File: src/rtl/i2p_pkg.sv
// Types, codes and helpers for the infix to postfix converter.
package i2p_pkg;

  localparam logic [7:0] SYM_MUL = 8'h2A;
  localparam logic [7:0] SYM_DIV = 8'h2F;
  localparam logic [7:0] SYM_ADD = 8'h2B;
  localparam logic [7:0] SYM_SUB = 8'h2D;

  localparam logic [1:0] RANK_NONE = 2'd0;
  localparam logic [1:0] RANK_LOW  = 2'd2;
  localparam logic [1:0] RANK_HIGH = 2'd3;

  typedef struct packed {
    logic [7:0] symbol;
    logic       end_of_expression;
  } i2p_in_t;

  typedef struct packed {
    logic [7:0] out_symbol;
    logic       last_of_run;
    logic       expression_done;
    logic       overflow_error;
  } i2p_out_t;

  // Shift commands for the stack cells
  typedef struct packed {
    logic push;
    logic pop;
  } i2p_stk_ctrl_t;

  typedef enum logic [1:0] {
    ST_IDLE,
    ST_EMIT,
    ST_POP,
    ST_FLUSH
  } i2p_state_t;

  function automatic logic [1:0] rank_of(input logic [7:0] c);
    logic [1:0] r;
    r = RANK_NONE;
    if (c == SYM_MUL || c == SYM_DIV) begin
      r = RANK_HIGH;
    end else if (c == SYM_ADD || c == SYM_SUB) begin
      r = RANK_LOW;
    end
    return r;
  endfunction

endpackage

File: src/rtl/i2p_cell.sv
// One stack cell: holds an operator and shifts toward top or bottom.
module i2p_cell (
  input  logic                  clk,
  input  i2p_pkg::i2p_stk_ctrl_t ctrl,
  input  logic [7:0]            above,
  input  logic [7:0]            below,
  output logic [7:0]            entry
);
  import i2p_pkg::*;

  // Take the upper neighbor on push, the lower one on pop, else hold
  always_ff @(posedge clk) begin
    if (ctrl.push) begin
      entry <= above;
    end else if (ctrl.pop) begin
      entry <= below;
    end
  end

endmodule

File: src/rtl/i2p_stack.sv
// Operator stack built as a shifting row of cells, top at cell zero.
module i2p_stack #(
  parameter int STACK_DEPTH = 16
) (
  input  logic                   clk,
  input  i2p_pkg::i2p_stk_ctrl_t ctrl,
  input  logic [7:0]             push_sym,
  output logic [7:0]             top,
  output logic [7:0]             second
);
  import i2p_pkg::*;

  logic [7:0] entries [STACK_DEPTH];

  // Chain the cells; the top takes the new symbol, the bottom refills from itself
  for (genvar i = 0; i < STACK_DEPTH; i++) begin : g_cell
    logic [7:0] above;
    logic [7:0] below;
    if (i == 0) begin : g_top
      assign above = push_sym;
    end else begin : g_mid
      assign above = entries[i-1];
    end
    if (i == STACK_DEPTH - 1) begin : g_bot
      assign below = entries[i];
    end else begin : g_rest
      assign below = entries[i+1];
    end
    i2p_cell u_cell (
      .clk   (clk),
      .ctrl  (ctrl),
      .above (above),
      .below (below),
      .entry (entries[i])
    );
  end

  assign top    = entries[0];
  assign second = entries[1];

endmodule

File: src/rtl/infix_to_postfix_converter_core.sv
// Top level of the infix to postfix converter (operator precedence, no parentheses).
//
// Input channel sym_*: one character word per transfer; end_of_expression marks
// the final character. Output channel pf_*: one postfix character word per
// transfer, with last_of_run on the final word caused by an input word,
// expression_done on the final word of the expression and overflow_error there
// if an operator was dropped because the stack was full.
// Both channels use valid/stall; a word moves when valid is high and stall low.
// One word is worked on at a time; sym_stall is high from the cycle after an
// accept until that word's results are all in the output register.
// A non-operator's word goes through ST_EMIT; an operator pops in ST_POP, then is
// pushed if there is room; a flush pops each stacked entry in ST_FLUSH. Pops and
// the flush are set by the single shift port of the cell chain.
// The output register frees the input side: a new word is taken while the last
// result waits on a stalled receiver; pf_stall only holds the sequencer when a
// further result must be written.
// Reset empties the stack count and clears the overflow flag and pf_valid.
module infix_to_postfix_converter_core #(
  parameter int STACK_DEPTH = 16
) (
  input  logic              clk,
  input  logic              rst,
  input  logic              sym_valid,
  output logic              sym_stall,
  input  i2p_pkg::i2p_in_t  sym_word,
  output logic              pf_valid,
  input  logic              pf_stall,
  output i2p_pkg::i2p_out_t pf_word
);
  import i2p_pkg::*;

  localparam int CW = $clog2(STACK_DEPTH + 1);

  i2p_state_t    state;
  i2p_state_t    state_next;
  i2p_in_t       cur;
  logic [CW-1:0] count;
  logic [CW-1:0] count_next;
  logic          ovf_seen;
  logic          ovf_next;
  logic          emit;
  i2p_out_t      emit_word;
  i2p_stk_ctrl_t stk_ctrl;
  logic [7:0]    top;
  logic [7:0]    second;
  logic          can_emit;
  logic [1:0]    cur_rank;
  logic          pop_hit;
  logic          one_left;
  logic          full;

  i2p_stack #(.STACK_DEPTH(STACK_DEPTH)) u_stack (
    .clk      (clk),
    .ctrl     (stk_ctrl),
    .push_sym (cur.symbol),
    .top      (top),
    .second   (second)
  );

  assign can_emit = !pf_valid || !pf_stall;
  assign cur_rank = rank_of(cur.symbol);
  assign pop_hit  = (count != '0) && (rank_of(top) >= cur_rank);
  assign one_left = (count == CW'(1));
  assign full     = (count == CW'(STACK_DEPTH));
  assign sym_stall = (state != ST_IDLE);

  // Next state
  always_comb begin
    state_next = state;
    case (state)
      ST_IDLE: begin
        if (sym_valid) begin
          state_next = (rank_of(sym_word.symbol) != RANK_NONE) ? ST_POP : ST_EMIT;
        end
      end
      ST_EMIT: begin
        if (can_emit) begin
          state_next = (cur.end_of_expression && count != '0) ? ST_FLUSH : ST_IDLE;
        end
      end
      ST_POP: begin
        if (!pop_hit) begin
          state_next = cur.end_of_expression ? ST_FLUSH : ST_IDLE;
        end
      end
      ST_FLUSH: begin
        if (can_emit && one_left) begin
          state_next = ST_IDLE;
        end
      end
      default: state_next = ST_IDLE;
    endcase
  end

  // Emitted word, stack shifts and bookkeeping
  always_comb begin
    emit       = 1'b0;
    emit_word  = '0;
    stk_ctrl   = '0;
    count_next = count;
    ovf_next   = ovf_seen;
    case (state)
      ST_IDLE: begin
      end
      ST_EMIT: begin
        if (can_emit) begin
          emit                      = 1'b1;
          emit_word.out_symbol      = cur.symbol;
          emit_word.last_of_run     = !(cur.end_of_expression && count != '0);
          emit_word.expression_done = cur.end_of_expression && count == '0;
          emit_word.overflow_error  = cur.end_of_expression && count == '0 && ovf_seen;
          if (cur.end_of_expression && count == '0) begin
            ovf_next = 1'b0;
          end
        end
      end
      ST_POP: begin
        if (pop_hit) begin
          if (can_emit) begin
            emit                  = 1'b1;
            emit_word.out_symbol  = top;
            emit_word.last_of_run = !cur.end_of_expression &&
                                    (one_left || rank_of(second) < cur_rank);
            stk_ctrl.pop          = 1'b1;
            count_next            = count - CW'(1);
          end
        end else if (!full) begin
          stk_ctrl.push = 1'b1;
          count_next    = count + CW'(1);
        end else begin
          ovf_next = 1'b1;
        end
      end
      ST_FLUSH: begin
        if (can_emit) begin
          emit                      = 1'b1;
          emit_word.out_symbol      = top;
          emit_word.last_of_run     = one_left;
          emit_word.expression_done = one_left;
          emit_word.overflow_error  = one_left && ovf_seen;
          stk_ctrl.pop              = 1'b1;
          count_next                = count - CW'(1);
          if (one_left) begin
            ovf_next = 1'b0;
          end
        end
      end
      default: begin
      end
    endcase
  end

  // Control registers
  always_ff @(posedge clk) begin
    if (rst) begin
      state    <= ST_IDLE;
      count    <= '0;
      ovf_seen <= 1'b0;
      pf_valid <= 1'b0;
    end else begin
      state    <= state_next;
      count    <= count_next;
      ovf_seen <= ovf_next;
      if (emit) begin
        pf_valid <= 1'b1;
      end else if (!pf_stall) begin
        pf_valid <= 1'b0;
      end
    end
  end

  // Capture the accepted word and the emitted word
  always_ff @(posedge clk) begin
    if (state == ST_IDLE && sym_valid) begin
      cur <= sym_word;
    end
    if (emit) begin
      pf_word <= emit_word;
    end
  end

endmodule

File: config.mk
export PLATFORM = sky130hd
export DESIGN_NAME = infix_to_postfix_converter_core
export DESIGN_NICKNAME = d
export VERILOG_FILES = /design/src/rtl/i2p_pkg.sv /design/src/rtl/i2p_cell.sv /design/src/rtl/i2p_stack.sv /design/src/rtl/infix_to_postfix_converter_core.sv
export SDC_FILE = /design/constraint.sdc
export NUM_CORES = 1
export LEC_CHECK = 0
export BUFFER_PORTS_ARGS = -buffer_cell sky130_fd_sc_hd__buf_2
export CAP_MARGIN = 10
export CORE_MARGIN = 3
export CORE_UTILIZATION = 25
export DETAILED_ROUTE_END_ITERATION = 16
export PLACE_DENSITY = 0.38
export SLEW_MARGIN = 20
export SYNTH_ARGS = -nofsm -noshare
export SYNTH_HDL_FRONTEND = slang
export SYNTH_SLANG_ARGS = --single-unit
export TNS_END_PERCENT = 5
File: constraint.sdc
create_clock -name clk -period 7.62 [get_ports clk]
set_clock_uncertainty 0.15 [all_clocks]
set_input_delay 1.143 -clock clk [delete_from_list [all_inputs] [get_ports clk]]
set_output_delay 1.143 -clock clk [all_outputs]
set_load 0.01 [all_outputs]
==> After elaboration in Yosys (flattened, before gate mapping) <==
Index checks and enable logic that the tools add are counted.
{ "op_classes": {"add_sub_neg": 2, "n_mul": 0, "div_mod_pow": 0, "n_lt_le_gt_ge": 2, "eq_ne": 31, "shifts": 0, "mux": 77, "bitwise": 0, "n_reduce_logical": 34} }
{ "ops": {"columns": ["op", "n"], "rows": [
  ["8-bit 2-to-1 mux", 30],
  ["8-bit by 6-bit equality test with 1-bit output (second input constant)", 16],
  ["2-bit 2-to-1 mux", 20],
  ["9-bit case mux with 3 select lines", 1],
  ["11-bit 2-to-1 mux", 2],
  ["9-bit 2-to-1 mux", 2],
  ["2-bit inequality test (second input constant)", 8],
  ["5-bit 2-to-1 mux", 3],
  ["1-bit 2-to-1 mux", 13],
  ["1-bit logical OR", 10],
  ["5-bit case mux with 2 select lines", 1],
  ["1-bit logical AND", 8],
  ["2-bit case mux with 4 select lines", 1],
  ["2-bit nonzero test", 4],
  ["7-bit AND reduction", 1],
  ["5-bit by 1-bit adder with 5-bit output (second input constant)", 1],
  ["5-bit by 1-bit equality test with 1-bit output (second input constant)", 1],
  ["5-bit equality test (second input constant)", 1],
  ["5-bit logical NOT", 1],
  ["5-bit nonzero test", 1],
  ["5-bit by 1-bit subtractor with 5-bit output (second input constant)", 1],
  ["2-bit equality test (second input constant)", 2],
  ["1-bit logical NOT", 4],
  ["1-bit case mux with 2 select lines", 2],
  ["12 further kinds", 12]
]} }
{ "totals": {"ff_bits": 157, "latchBits": 0, "ram_bits": 0, "rom_bits": 0, "input_bits": 13, "output_inout_bits": 13, "word_cells": 172, "n_memories": 0} }

==> Depth between registers and ports, before layout <==
{ "logic_depth": {"word_depth": 14, "mapped_depth": 11, "depth_no_buf": 9} }

==> Hierarchy <==
Synthesis repeated with hierarchy kept, for this count alone.
{ "hier_totals": {"hier_cells": 466, "hier_area_um2": 7847.5} }
{ "by_module_without_submodules": {"columns": ["module", "instances", "cells_per_inst", "area_each_um2"], "rows": [
  ["i2p_cell", 16, 18, 377.9],
  ["infix_to_postfix_converter_core", 1, 178, 1801.7]
]} }

==> Least setup slack after synthesis <==
OpenSTA, ideal clock, no wires.
{ "synth_timing": {"kind": "register to register", "startpoint": "reg cur[5] (netlist name)", "endpoint": "reg u_stack.g_cell[0].u_cell.entry[0] (enable)", "arrival_ps": 6866, "required_time_ps": 6869, "slack_ps": 3, "path_stages_with_launch": 9, "synth_period_minus_slack_ps": 7617, "path_cell_list": "edfxtp_1 -> nor4b_1 -> nand2_1 -> nor2_1 -> ha_1 -> nand2b_1 -> a21oi_1 -> o311ai_0 -> nor2_1"} }
{ "synth_via": {"elab_chain_cells": 9, "word_cells_on_any_way": 15, "cone_classes": "1 x order compare; 4 x eq/ne; 6 x mux; 4 x reduce/logical"} }
{ "synth_rtl": {"columns": ["item", "line", "rtl"], "rows": [
  ["from (decl)", "infix_to_postfix_converter_core.sv:36", "i2p_in_t cur;"],
  ["from (signal assigned)", "infix_to_postfix_converter_core.sv:175", "cur <= sym_word;"],
  ["8-bit by 6-bit equality test with 1-bit output", "i2p_pkg.sv:43", "end else if (c == SYM_ADD || c == SYM_SUB) begin"],
  ["1-bit logical OR", "i2p_pkg.sv:43", null],
  ["2-bit 2-to-1 mux", "i2p_pkg.sv:43", null],
  ["2-bit 2-to-1 mux *", "i2p_pkg.sv:41", "if (c == SYM_MUL || c == SYM_DIV) begin"],
  ["2-bit greater-or-equal comparator *", "infix_to_postfix_converter_core.sv:62", "assign pop_hit = (count != '0) && (rank_of(top) >= cur_rank);"],
  ["1-bit logical AND *", "infix_to_postfix_converter_core.sv:62", null],
  ["1-bit 2-to-1 mux", "infix_to_postfix_converter_core.sv:118", "if (pop_hit) begin"],
  ["1-bit case mux with 2 select lines / 1-bit 2-to-1 mux (equally long branches)", "infix_to_postfix_converter_core.sv:102", "case (state)"],
  ["2-bit nonzero test (no source line) *", null, null],
  ["to (signal assigned)", "i2p_cell.sv:14", "entry <= above;"],
  ["to (signal assigned)", "i2p_cell.sv:16", "entry <= below;"],
  ["to (decl)", "i2p_cell.sv:7", "output logic [7:0] entry"]
]} }
Mark *: on every way between the ends. The rest lies on a longest branch, timed or not.
A chain may end at the register's enable or synchronous reset.

==> Worst setup path in the final report <==
{ "layout_timing": {"startpoint": "reg cur[5] (netlist name)", "endpoint": "reg u_stack.g_cell[3].u_cell.entry[7] (enable)"} }
{ "layout_via": {"elab_chain_cells": 9, "word_cells_on_any_way": 15, "cone_classes": "1 x order compare; 4 x eq/ne; 6 x mux; 4 x reduce/logical"} }
{ "layout_rtl": {"columns": ["item", "line"], "rows": [
  ["8-bit by 6-bit equality test with 1-bit output", "i2p_pkg.sv:43"],
  ["1-bit logical OR", "i2p_pkg.sv:43"],
  ["2-bit 2-to-1 mux", "i2p_pkg.sv:43"],
  ["2-bit 2-to-1 mux *", "i2p_pkg.sv:41"],
  ["2-bit greater-or-equal comparator *", "infix_to_postfix_converter_core.sv:62"],
  ["1-bit logical AND *", "infix_to_postfix_converter_core.sv:62"],
  ["1-bit 2-to-1 mux", "infix_to_postfix_converter_core.sv:118"],
  ["1-bit case mux with 2 select lines / 1-bit 2-to-1 mux (equally long branches)", "infix_to_postfix_converter_core.sv:102"],
  ["2-bit nonzero test (no source line) *", null],
  ["to (signal assigned)", "i2p_cell.sv:14"],
  ["to (signal assigned)", "i2p_cell.sv:16"],
  ["to (decl)", "i2p_cell.sv:7"]
]} }
Marked as above.

==> metrics.txt <==
status=finished clean; Final WS setup=3.37 ns; Final period util=between 50% and 60%; Wirelength per Cell=roughly 15 um; vias=3787; fraction of layout cells with a size suffix above 1=38.8%; Critical R2R Capture=u_stack.g_cell[3].u_cell.entry[7]$_DFFE_PP_; Critical Path AT=4.14 ns; cts hold-fix bufs=0; leakage=0.00317 uW; CTS Root Cell=clkbuf_16; Vias/cell=~4.3; Clock Path Buffers=2; Chip Width=179 um; Post-synth ARST share=0%; vias in the first global route=4050; area fraction of the dominant cell type after synthesis=59.4%; #FFs+latches synth=157; DP HPWL=8.77 mm; Hold Vio Cnt, Final=0; fin area=8550 um2; CP max FO=71; Std-Cell Rows=62; Syn Area/Cell=16.4 um2; Starting Density=around a quarter; RSZ-0062 raised after global routing=false; Nets=503; DR iter-0 viols=273; Syn Inst Count=456; worst hold stages=0; hold_sp=u_stack.g_cell[14].u_cell.entry[2]$_DFFE_PP_; Slew @ Worst Pin=0.979 ns; Hold WC Path Type=register to register; post-route insts no fill=881; max-slew violation count=0; io pins=26; leading cell type in the layout, fill and taps excluded=edfxtp_1; Crit Path Category=register to register; Worst setup SP type=register; global-route wire length before repair=around 22 mm; top cell type by total area after synthesis=edfxtp_1; Area Growth Syn to Fin=14.3%; post-cts resize count=0; Total GRT Usage=slightly below 9%; chip height=179 um; Setup Buffers After CTS=0; Hold Path Sink=u_stack.g_cell[15].u_cell.entry[2]$_DFFE_PP_; synth unique cells=49; yosys warns=0; Clock Sinks=157; worst skew pair latency=0.42 ns; Overflow after GRT=0; Setup crit end kind=register; H-tree depth=4; slew margin rel.=34.5%; syn_nets=~480; post-route antenna net violation count=0; Max-Cap Viols=0; PD cells=just over 400 nW/um2; top_reg_cell synth=edfxtp_1; initial antenna violation count=0; CTS tree=done; largest net degree at the start of global routing=72; GPL Wtd Cong=0.747; Multi-input gate area=between 2000 and 3000 um2; # diodes=0; DRC errors left=0; setup violators final=0; total CTS buffers=17; core footprint=29100 um2; Worst Reg2Reg Path Length in Cells=11; TritonRoute pass-1 iters=7; Reg clk slew, reported paths=0.06 ns; Post-Syn Area=7480 um2; Post-DP Area=7980 um2; setup tns final=0 ns; sequential share of the synthesized area=61.8%; Post-Route WL=13.7 mm; worst vdd ir=0.000144 V; post-placement cell count=849; Fmax=235 MHz; Req. time, crit path=7.50 ns; crit path time final=around 4.3 ns; Synth area leaders=edfxtp_1 (59%), mux2_4 (18%), mux2_2 (5.3%); commonest cells after routing, fill and taps aside=edfxtp_1 (148), mux2_4 (89), mux2_2 (35), buf_2 (25), nand2_1 (19); Post-synth EDFFs=148; Reg area=about 4600 um2; die area=about 32000 um2; filler cell count=slightly below 3000; Place WS=between 3 and 4 ns; reg2reg start=cur[5]$_DFFE_PP_; Final Hold Slack=0.294 ns; Worst R2R Setup Slack=between 3 and 4 ns; Buffers on Ports=25
==> worst max path at each step <==
| stage | depth (start not counted) | slack [ns] | to | startpoint |
|---|---|---|---|---|
| 2_1_floorplan | 8 | 0.003 | u_stack.g_cell[0].u_cell.entry[0]$_DFFE_PP_ | cur[5]$_DFFE_PP_ |
| 3_5_place_dp | 11 | 3.37 | u_stack.g_cell[6].u_cell.entry[2]$_DFFE_PP_ | cur[5]$_DFFE_PP_ |
| 5_1_grt | 10 | 3.06 | u_stack.g_cell[9].u_cell.entry[6]$_DFFE_PP_ | u_stack.g_cell[0].u_cell.entry[4]$_DFFE_PP_ |
| 4_1_cts | 11 | 3.36 | u_stack.g_cell[1].u_cell.entry[1]$_DFFE_PP_ | cur[5]$_DFFE_PP_ |
| 6_report | 11 | 3.37 | u_stack.g_cell[3].u_cell.entry[7]$_DFFE_PP_ | cur[5]$_DFFE_PP_ |
| 3_3_place_gp | 11 | 3.38 | u_stack.g_cell[6].u_cell.entry[2]$_DFFE_PP_ | cur[5]$_DFFE_PP_ |
==> synthesized netlist by cell type (2+ instances only) <==
master     instances
edfxtp_1         148
mux2_4            89
mux2_2            35
nand2_1           20
a21oi_1           18
nand2b_1          15
nor2_1            14
nand3_1           12
buf_6             10
dfxtp_1            9
clkbuf_1           7
o21ai_0            7
ha_1               6
buf_2              5
inv_1              4
mux2i_1            4
nor2b_1            4
nor4b_1            4
xnor2_1            4
a2111oi_0          3
nor3_1             3
or2_2              3
a21o_1             2
and2_1             2
nor4_1             2
o311ai_0           2
or3_1              2
==> report_power, final <==
part           total, uW  switching [uW]  internal, uW
clock network        818             340           478
registers           1500             155          1340
logic               1130             552           582
==> sequential cells by signal (all words and copies together), names as in the netlist <==
register	flops
u_stack.g_cell.u_cell.entry	128
pf_word	11
cur	9
count	5
state	2
ovf_seen	1
pf_valid	1
==> per-stage QoR <==
step / power, uW / util [%]
after global routing: 3660 / 29.4
after CTS: 3500 / 29.4
after floorplan: 2450 / -
final: 3450 / 29.4
after detailed placement: 2670 / 27.4
after global placement: 2660 / 27.4
==> final cells by class <==
class / instances / area share [%]
sequential: 157 / 54.1
multi-input combinational: 273 / 31.5
clock buffer: 24 / 5.63
tap: 384 / 5.62
timing repair buffer: 31 / 1.99
clock inverter: 8 / 0.995
inverter: 4 / 0.176
==> routing by layer <==
layer	vias to the layer above	wire length, um	global-route usage (%)
met1	1926	6550	11.9
li1	1811	-	-
met5	-	0	0
met4	0	142	3.02
met2	40	6670	14.1
met3	10	289	2.18
==> critical path: stages, from the launching register on <==
cell and delay [ns]:
edfxtp_1 0.41, nor4b_1 0.41, nand2_1 0.13, nor2_1 0.14, ha_1 0.23, nand2b_1 0.20
a21oi_1 0.29, o311ai_0 0.20, buf_4 0.20, nor2_4 0.06, buf_4 0.52, buf_4 0.80
==> cells by family after synthesis <==
| kind of cell | Yosys count | share of synthesized area [%] |
|---|---|---|
| and+or+nand+nor | 89 | 6.52 |
| muxes | 129 | 23.8 |
| DFF | 157 | 61.8 |
| buffers and inverters | 26 | 2.39 |
| adders and majority gates | 6 | 1.00 |
| AOI/OAI and AO/OA | 45 | 3.98 |
| xor gates and xnor gates | 4 | 0.468 |
(Power assumes the default switching activity.)
